## config.mk

```make
export PLATFORM = sky130hd
export DESIGN_NAME = beat_detect_bpm_estimator
export DESIGN_NICKNAME = d
export VERILOG_FILES = /design/src/sv/bde_pkg.sv /design/src/sv/bde_front.sv /design/src/sv/bde_queue.sv /design/src/sv/bde_back.sv /design/src/sv/beat_detect_bpm_estimator.sv
export SDC_FILE = /design/constraint.sdc
export NUM_CORES = 2
export LEC_CHECK = 0
export ABC_AREA = 1
export BUFFER_PORTS_ARGS = -buffer_cell sky130_fd_sc_hd__buf_4
export CELL_PAD_IN_SITES_DETAIL_PLACEMENT = 0
export CELL_PAD_IN_SITES_GLOBAL_PLACEMENT = 1
export CORE_MARGIN = 1.5
export CORE_UTILIZATION = 39
export DETAILED_ROUTE_END_ITERATION = 8
export PLACE_DENSITY = 0.65
export SLEW_MARGIN = 20
export SYNTH_ARGS = -nofsm -noshare
export SYNTH_HDL_FRONTEND = slang
export SYNTH_SLANG_ARGS = --single-unit
```

## constraint.sdc

```tcl
create_clock -name clk -period 5 [get_ports clk]
set_input_delay 0.75 -clock clk [delete_from_list [all_inputs] [get_ports clk]]
set_output_delay 0.75 -clock clk [all_outputs]
set_load 0.02 [all_outputs]
```

## src/sv/bde_pkg.sv

```systemverilog
`default_nettype none
package bde_pkg;

	localparam int HISTORY_DEPTH = 64;
	localparam int PTR_W = $clog2(HISTORY_DEPTH);
	localparam int FILL_W = $clog2(HISTORY_DEPTH + 1);
	localparam int BPM_SCALE = 60000;
	localparam int NUM_W = $clog2(BPM_SCALE * HISTORY_DEPTH);
	localparam int CNT_W = $clog2(NUM_W);

	localparam logic [15:0] THRESHOLD_RST = 16'd19661;
	localparam logic [15:0] HOLDOFF_RST = 16'd500;
	localparam logic [19:0] WINDOW_RST = 20'd10000;

	localparam logic [1:0] REG_THRESHOLD = 2'd0;
	localparam logic [1:0] REG_HOLDOFF = 2'd1;
	localparam logic [1:0] REG_WINDOW = 2'd2;

	typedef enum logic [1:0] {
		PH_READY = 2'd0,
		PH_BEAT = 2'd1,
		PH_HOLD = 2'd2
	} phase_t;

	typedef enum logic [3:0] {
		BK_IDLE,
		BK_PUSH,
		BK_PRUNE_A,
		BK_PRUNE_B,
		BK_TEMPO_A,
		BK_TEMPO_B,
		BK_TEMPO_C,
		BK_DIVIDE,
		BK_DONE
	} back_state_t;

	typedef struct packed {
		logic beat;
		logic [31:0] now_ms;
	} bde_item_t;

endpackage
`default_nettype wire

```

## src/sv/bde_front.sv

```systemverilog
`default_nettype none
module bde_front (
	input wire logic clk,
	input wire logic arst_n,
	input wire logic accept,
	input wire logic [15:0] left_level,
	input wire logic [15:0] right_level,
	input wire logic [31:0] now_ms,
	input wire logic [15:0] level_threshold,
	input wire logic [15:0] holdoff_ms,
	output bde_pkg::bde_item_t item
);

	bde_pkg::phase_t phase_q, phase_next, phase_mid;
	logic [31:0] holdoff_start_q, start_next;
	logic [16:0] level_sum;
	logic beat_now;

	assign level_sum = {1'b0, left_level} + {1'b0, right_level};

	// Beat decision and the hold-off test that runs in the same frame.
	always_comb begin
		phase_mid = phase_q;
		start_next = holdoff_start_q;
		unique case (phase_q)
			bde_pkg::PH_READY: begin
				if (level_sum[16:1] >= level_threshold) begin
					phase_mid = bde_pkg::PH_BEAT;
				end
			end
			bde_pkg::PH_BEAT: begin
				phase_mid = bde_pkg::PH_HOLD;
				start_next = now_ms;
			end
			default: phase_mid = phase_q;
		endcase
		phase_next = phase_mid;
		if (phase_mid != bde_pkg::PH_READY && phase_mid != bde_pkg::PH_BEAT &&
			(now_ms - start_next) >= {16'd0, holdoff_ms}) begin
			phase_next = bde_pkg::PH_READY;
		end
	end

	always_comb begin
		beat_now = (phase_q == bde_pkg::PH_READY) && (level_sum[16:1] >= level_threshold);
		item.beat = beat_now;
		item.now_ms = now_ms;
	end

	always_ff @(posedge clk or negedge arst_n) begin
		if (!arst_n) begin
			phase_q <= bde_pkg::PH_READY;
			holdoff_start_q <= '0;
		end else if (accept) begin
			phase_q <= phase_next;
			holdoff_start_q <= start_next;
		end
	end

endmodule
`default_nettype wire

```

## src/sv/bde_queue.sv

```systemverilog
`default_nettype none
module bde_queue (
	input wire logic clk,
	input wire logic arst_n,
	input wire logic wr_en,
	input wire bde_pkg::bde_item_t wr_item,
	output logic full,
	input wire logic rd_en,
	output bde_pkg::bde_item_t rd_item,
	output logic not_empty
);

	bde_pkg::bde_item_t slots_q [2];
	logic wr_ptr_q, rd_ptr_q;
	logic [1:0] count_q;

	assign full = (count_q == 2'd2);
	assign not_empty = (count_q != 2'd0);
	assign rd_item = slots_q[rd_ptr_q];

	always_ff @(posedge clk) begin
		if (wr_en) begin
			slots_q[wr_ptr_q] <= wr_item;
		end
	end

	always_ff @(posedge clk or negedge arst_n) begin
		if (!arst_n) begin
			wr_ptr_q <= 1'b0;
			rd_ptr_q <= 1'b0;
			count_q <= 2'd0;
		end else begin
			if (wr_en) begin
				wr_ptr_q <= ~wr_ptr_q;
			end
			if (rd_en) begin
				rd_ptr_q <= ~rd_ptr_q;
			end
			count_q <= count_q + {1'b0, wr_en} - {1'b0, rd_en};
		end
	end

endmodule
`default_nettype wire

```

## src/sv/bde_back.sv

```systemverilog
`default_nettype none
module bde_back (
	input wire logic clk,
	input wire logic arst_n,
	input wire logic in_valid,
	input wire bde_pkg::bde_item_t in_item,
	output logic in_take,
	input wire logic [19:0] window_ms,
	input wire logic out_pop,
	output logic out_valid,
	output logic out_beat,
	output logic [15:0] out_bpm,
	output logic [6:0] out_count
);

	localparam int P = bde_pkg::PTR_W;
	localparam int F = bde_pkg::FILL_W;
	localparam int N = bde_pkg::NUM_W;

	bde_pkg::back_state_t state_q, state_next;

	logic [31:0] mem [bde_pkg::HISTORY_DEPTH];
	logic [31:0] rdata_q;
	logic [P-1:0] rd_addr, wr_addr;
	logic wr_en;

	logic [P-1:0] head_q;
	logic [F-1:0] fill_q;
	logic beat_q;
	logic [31:0] now_q, oldest_q, span_q;
	logic [32:0] rem_q, trial;
	logic [N-1:0] num_q, quo_q;
	logic [bde_pkg::CNT_W-1:0] cnt_q;
	logic out_valid_q;
	logic prune_hit, fill_full;
	logic [31:0] span_now;

	assign fill_full = (fill_q == F'(bde_pkg::HISTORY_DEPTH));
	assign prune_hit = (fill_q != '0) && ((now_q - rdata_q) > {12'd0, window_ms});
	assign span_now = rdata_q - oldest_q;
	assign trial = {rem_q[31:0], num_q[N-1]};

	always_comb begin
		state_next = state_q;
		unique case (state_q)
			bde_pkg::BK_IDLE: begin
				if (in_valid) begin
					state_next = in_item.beat ? bde_pkg::BK_PUSH : bde_pkg::BK_TEMPO_A;
				end
			end
			bde_pkg::BK_PUSH: state_next = bde_pkg::BK_PRUNE_A;
			bde_pkg::BK_PRUNE_A: state_next = bde_pkg::BK_PRUNE_B;
			bde_pkg::BK_PRUNE_B: begin
				state_next = prune_hit ? bde_pkg::BK_PRUNE_A : bde_pkg::BK_TEMPO_A;
			end
			bde_pkg::BK_TEMPO_A: begin
				state_next = (fill_q < F'(2)) ? bde_pkg::BK_DONE : bde_pkg::BK_TEMPO_B;
			end
			bde_pkg::BK_TEMPO_B: state_next = bde_pkg::BK_TEMPO_C;
			bde_pkg::BK_TEMPO_C: begin
				state_next = (span_now == '0) ? bde_pkg::BK_DONE : bde_pkg::BK_DIVIDE;
			end
			bde_pkg::BK_DIVIDE: begin
				if (cnt_q == '0) begin
					state_next = bde_pkg::BK_DONE;
				end
			end
			bde_pkg::BK_DONE: begin
				if (!out_valid_q) begin
					state_next = bde_pkg::BK_IDLE;
				end
			end
			default: state_next = bde_pkg::BK_IDLE;
		endcase
	end

	always_comb begin
		in_take = 1'b0;
		wr_en = 1'b0;
		wr_addr = fill_full ? head_q : head_q + fill_q[P-1:0];
		rd_addr = head_q;
		unique case (state_q)
			bde_pkg::BK_IDLE: in_take = in_valid;
			bde_pkg::BK_PUSH: wr_en = 1'b1;
			bde_pkg::BK_TEMPO_B: rd_addr = head_q + fill_q[P-1:0] - P'(1);
			default: rd_addr = head_q;
		endcase
	end

	always_ff @(posedge clk) begin
		if (wr_en) begin
			mem[wr_addr] <= now_q;
		end
		rdata_q <= mem[rd_addr];
	end

	always_ff @(posedge clk or negedge arst_n) begin
		if (!arst_n) begin
			state_q <= bde_pkg::BK_IDLE;
			head_q <= '0;
			fill_q <= '0;
			out_valid_q <= 1'b0;
		end else begin
			state_q <= state_next;
			if (state_q == bde_pkg::BK_PUSH) begin
				if (fill_full) begin
					head_q <= head_q + P'(1);
				end else begin
					fill_q <= fill_q + F'(1);
				end
			end
			if (state_q == bde_pkg::BK_PRUNE_B && prune_hit) begin
				head_q <= head_q + P'(1);
				fill_q <= fill_q - F'(1);
			end
			if (state_q == bde_pkg::BK_DONE && !out_valid_q) begin
				out_valid_q <= 1'b1;
			end else if (out_pop) begin
				out_valid_q <= 1'b0;
			end
		end
	end

	always_ff @(posedge clk) begin
		unique case (state_q)
			bde_pkg::BK_IDLE: begin
				beat_q <= in_item.beat;
				now_q <= in_item.now_ms;
			end
			bde_pkg::BK_TEMPO_A: quo_q <= '0;
			bde_pkg::BK_TEMPO_B: oldest_q <= rdata_q;
			bde_pkg::BK_TEMPO_C: begin
				span_q <= span_now;
				rem_q <= '0;
				num_q <= N'(32'(bde_pkg::BPM_SCALE) * 32'(fill_q - F'(1)));
				cnt_q <= bde_pkg::CNT_W'(N - 1);
			end
			bde_pkg::BK_DIVIDE: begin
				if (trial >= {1'b0, span_q}) begin
					rem_q <= trial - {1'b0, span_q};
					quo_q <= {quo_q[N-2:0], 1'b1};
				end else begin
					rem_q <= trial;
					quo_q <= {quo_q[N-2:0], 1'b0};
				end
				num_q <= {num_q[N-2:0], 1'b0};
				cnt_q <= cnt_q - bde_pkg::CNT_W'(1);
			end
			bde_pkg::BK_DONE: begin
				if (!out_valid_q) begin
					out_beat <= beat_q;
					out_bpm <= (quo_q > N'(16'hFFFF)) ? 16'hFFFF : quo_q[15:0];
					out_count <= 7'(fill_q);
				end
			end
			default: begin
			end
		endcase
	end

	assign out_valid = out_valid_q;

endmodule
`default_nettype wire

```

## src/sv/beat_detect_bpm_estimator.sv

```systemverilog
`default_nettype none
// Beat detector with a tempo estimate in beats per minute.
// Each input item is one analysis frame: the left and right magnitudes of the
// watched spectrum bin and a millisecond timestamp. It is offered with push and
// taken when full is low. Every frame yields exactly one result item: a beat
// flag, the tempo estimate and the number of beat timestamps held in history.
// Results wait in a one-entry output register; empty low means a result is on
// the ports, and pop takes it.
// The front end decides the beat and hold-off phase in the cycle the frame is
// taken and passes it through a two-entry queue to the back end, which keeps a
// 64-entry history memory with one read port. For a frame without a beat the
// back end takes it from the queue, passes three states that read the oldest
// and newest history entries, runs a restoring divider that resolves one
// quotient bit per cycle, and loads the output register. A beat frame adds a
// history write and, for each history entry it examines while pruning, a read
// state and a test state. The back end works on one frame at a time; the input
// side keeps taking frames while the queue has room, and a stalled receiver
// simply holds the back end in its final state. Reset restores the register
// defaults, empties history and queues, and makes the detector ready.
// Registers sit on the APB port at offsets 0, 4, 8.
module beat_detect_bpm_estimator (
	input wire logic clk,
	input wire logic arst_n,
	input wire logic push,
	output logic full,
	input wire logic [15:0] left_level,
	input wire logic [15:0] right_level,
	input wire logic [31:0] now_ms,
	output logic empty,
	input wire logic pop,
	output logic beat,
	output logic [15:0] bpm_estimate,
	output logic [6:0] history_count,
	input wire logic psel,
	input wire logic penable,
	input wire logic pwrite,
	input wire logic [3:0] paddr,
	input wire logic [31:0] pwdata,
	output logic [31:0] prdata,
	output logic pready
);

	logic [15:0] threshold_q, holdoff_q;
	logic [19:0] window_q;
	logic accept, q_take, q_valid, out_valid, cfg_wr;
	bde_pkg::bde_item_t front_item, q_item;

	assign pready = 1'b1;
	assign cfg_wr = psel & penable & pwrite;

	// Register file; writes beyond the third register are dropped.
	always_ff @(posedge clk or negedge arst_n) begin
		if (!arst_n) begin
			threshold_q <= bde_pkg::THRESHOLD_RST;
			holdoff_q <= bde_pkg::HOLDOFF_RST;
			window_q <= bde_pkg::WINDOW_RST;
		end else if (cfg_wr) begin
			unique case (paddr[3:2])
				bde_pkg::REG_THRESHOLD: threshold_q <= pwdata[15:0];
				bde_pkg::REG_HOLDOFF: holdoff_q <= pwdata[15:0];
				bde_pkg::REG_WINDOW: window_q <= pwdata[19:0];
				default: begin
				end
			endcase
		end
	end

	always_comb begin
		unique case (paddr[3:2])
			bde_pkg::REG_THRESHOLD: prdata = {16'd0, threshold_q};
			bde_pkg::REG_HOLDOFF: prdata = {16'd0, holdoff_q};
			bde_pkg::REG_WINDOW: prdata = {12'd0, window_q};
			default: prdata = '0;
		endcase
	end

	assign accept = push & ~full;

	bde_front u_front (
		.clk(clk),
		.arst_n(arst_n),
		.accept(accept),
		.left_level(left_level),
		.right_level(right_level),
		.now_ms(now_ms),
		.level_threshold(threshold_q),
		.holdoff_ms(holdoff_q),
		.item(front_item)
	);

	bde_queue u_queue (
		.clk(clk),
		.arst_n(arst_n),
		.wr_en(accept),
		.wr_item(front_item),
		.full(full),
		.rd_en(q_take),
		.rd_item(q_item),
		.not_empty(q_valid)
	);

	bde_back u_back (
		.clk(clk),
		.arst_n(arst_n),
		.in_valid(q_valid),
		.in_item(q_item),
		.in_take(q_take),
		.window_ms(window_q),
		.out_pop(pop & out_valid),
		.out_valid(out_valid),
		.out_beat(beat),
		.out_bpm(bpm_estimate),
		.out_count(history_count)
	);

	assign empty = ~out_valid;

endmodule
`default_nettype wire

```

==> metrics.yaml <==
ys_top_cells_by_area: "edfxtp_1, o21ai_0, nor2_1"
fin_worst_skew_ns: 0.0425
tightest_slew_ns: 1.04
path_common_cell: "inv_1"
post-route-min-period_ns: 4.87
h-tree-depth: 5
critPathLaunchType: "register"
worstPathRequired_ns: 5.62
status: "completed"
drtPass1Iterations: 6
grt_pass1_vias: 71800
ir_drop_mv: 1.52
start_util_pct: 39.3
antenna_found_initial: 23
rsz0062_at_grt: "true"
finalPower_mw: 97.6
cp_cell_sequence: "inv_2, ha_4, inv_1, a21oi_2, buf_6, nand3_4, xor2_2, buf_4, fa_2, fa_1, xor2_1, xor2_1, ha_1, inv_1, fa_1, inv_1, ha_4, nand2_4, nor3_4, nand2_1, o2111ai_2, or2_4, nand3_1, nand2_1"
finish.utilization_pct: 45.4
drv_slew: 0
synth_seq_cells: 2451
cts_buffers: 275
clockBufferDepth: 4
dr.first_iter.drc_count: 6992
post_synth_num_cell_types: 54
yosys_warnings: 0
drive_gt1_share_pct: 12.9
track_usage_pct: 23.1
dieArea_um2: 282000
vias: 74500
synth_area_um2: 109000
crit_fanout: 4
root_buffer: "clkbuf_16"
timing.final.crit_share_pct: 97.4
end_kind: "register"
yosysTopAreaCell: "edfxtp_1"
critPathKind: "reg2reg"
grt_pass1_wl_um: 485000
synthToLayoutAreaGrowth_pct: 15.4
arrival_ns: 5.49
critical_path_buf_inv_count: 6
io_buffer_count: 138
antenna_left: 0
power_per_cell_area_nw_per_um2: 776
dpl.hpwl_um: 203000
hold_class: "in2reg"
wirelength_um: 335000
synth_flop_cell: "edfxtp_1"
synth.yosys.seq_area_share_pct: 66.8
cts.reportedPaths.clkPinSlew_ns: 0.06
clock.fmax_ghz: 0.205
maxCapViolCount: 0
crit_slowest_cell: "fa_2"
crit_path_max_incr_delay_ns: 0.60
fillers: 25400
synth_top_area_share_pct: 63.7
fin_nets: 10200
grt_max_degree: 172
synth_edf_count: 2311
drc_errors: 0
hold_viol_final: 0
cts_tree: "yes"
synth_cells: 9464
rows: 193
leakage_nw: 45.5
path_delay_family: "adder cells"
wl_per_cell_um: 24.4
postSynthAreaPerCell_um2: 11.5
dieHeight_um: 532
io_pins: 166
synth_common_cells: "edfxtp_1, nor2_1, nand2_1"
clk_latency_ns: 0.89
viasPerCell: 5.43
slew_headroom_pct: 31.0
synth-async-reset-ratio_pct: 4.41
coreArea_um2: 277000
gr-total-overflow: 0
cts_sinks: 2451
yosysMostFrequentCell: "edfxtp_1"
place.gp.congestion: 0.864
fin_tns_setup_ns: 0
dieWidth_um: 532
finalSetupViolations: 0
-- final timing paths --
path	from	cells after the start	slack (ns)	endpoint
setup / recovery	u_back.fill_q[2]	24	0.13	u_back.num_q[20]
hold / removal	now_ms[0]	1	0.1	u_queue.slots_q[0][0]
setup reg to reg	u_back.fill_q[2]	24	0.13	u_back.num_q[20]
hold reg to reg	u_front.holdoff_start_q[26]	2	0.48	u_front.holdoff_start_q[26]
max in group asynchronous	arst_n	3	3.47	u_back.head_q[1]
min in group asynchronous	arst_n	2	0.44	u_front.holdoff_start_q[5]
-- area by class of cell --
| cell class | count | area [um2] | share of cell area [%] |
|---|---|---|---|
| Multi-Input combinational cell | 5878 | 32500 | 25.9 |
| Tap cell | 3705 | 4640 | 3.69 |
| Timing Repair Buffer | 511 | 4840 | 3.85 |
| Clock buffer | 351 | 7260 | 5.77 |
| Clock inverter | 136 | 1170 | 0.930 |
| Sequential cell | 2451 | 72800 | 57.9 |
| Inverter | 667 | 2520 | 2.01 |
| Antenna cell | 10 | 25.0 | 0.0199 |
-- timing repair --
action                     in CTS  in global routing
setup endpoints to repair       4                  9
hold buffers                    1                  0
setup buffers                   0                  6
hold endpoints to repair       31                  0
resized for setup               5                 52
pin swaps                       0                 21
-- where the power goes --
group	leakage [nW]	switching [mW]	total, mW	internal (mW)
clock network	4.11	8.25	19.2	11.0
registers	22.4	0.759	27.5	26.7
logic	18.9	33.6	50.9	17.3
total	45.5	42.6	97.6	55.0
-- stage by stage --
stage          hold WS, ns  cells  area (um2)  setup slack, ns
6_report            0.0973  13700      126000            0.131
5_1_grt             0.0488  13700      126000           -0.120
4_1_cts             0.0296  13700      125000          0.00209
3_5_place_dp         0.472  13200      117000          -0.0558
3_3_place_gp         0.466  13200      117000          -0.0439
2_1_floorplan        0.400   9475      109000          -0.0530
-- per-layer routing --
layer	up-vias	part of all wire (%)	track usage [%]	wire, um
li1	34300	-	-	-
met1	37400	45	32.7	149000
met2	2427	46	36.7	153000
met3	414	7.0	3.66	23600
met4	0	2.7	6.19	9070
met5	-	0	0	0
-- placed cells by master (no fill, tap or decap), types with 89 or more instances in the layout --
cell type     n
clkbuf_16   277
mux2_2      257
nand2_1    1336
buf_4       429
ha_1        243
o21ai_0    1201
edfxtp_1   2311
nor2_1     1295
nand3_1     274
dfrtp_1      89
inv_1       655
o22ai_1     512
a21oi_1     201
-- logic make-up after synthesis --
group           Yosys count  share of synthesized area [%]
mux                     289                           2.95
compound gates         2054                           10.2
fa+ha+maj               284                           3.49
flops                  2451                           66.8
other cells               2                        0.00689
buf+inv                1146                           4.20
simple gates           3109                           11.3
xor+xnor                129                           1.04
-- state kept, by name (all words and copies together) (netlist names), 16 cells and up --
register	count
u_back.mem	2048
u_queue.slots_q	66
u_back.now_q	32
u_back.oldest_q	32
u_back.rdata_q	32
u_back.rem_q	32
u_back.span_q	32
u_front.holdoff_start_q	32
u_back.quo_q	22
window_q	20
u_back.num_q	17
holdoff_q	16
threshold_q	16
u_back.out_bpm	16
No activity file was read; power rests on OpenSTA's default activity.
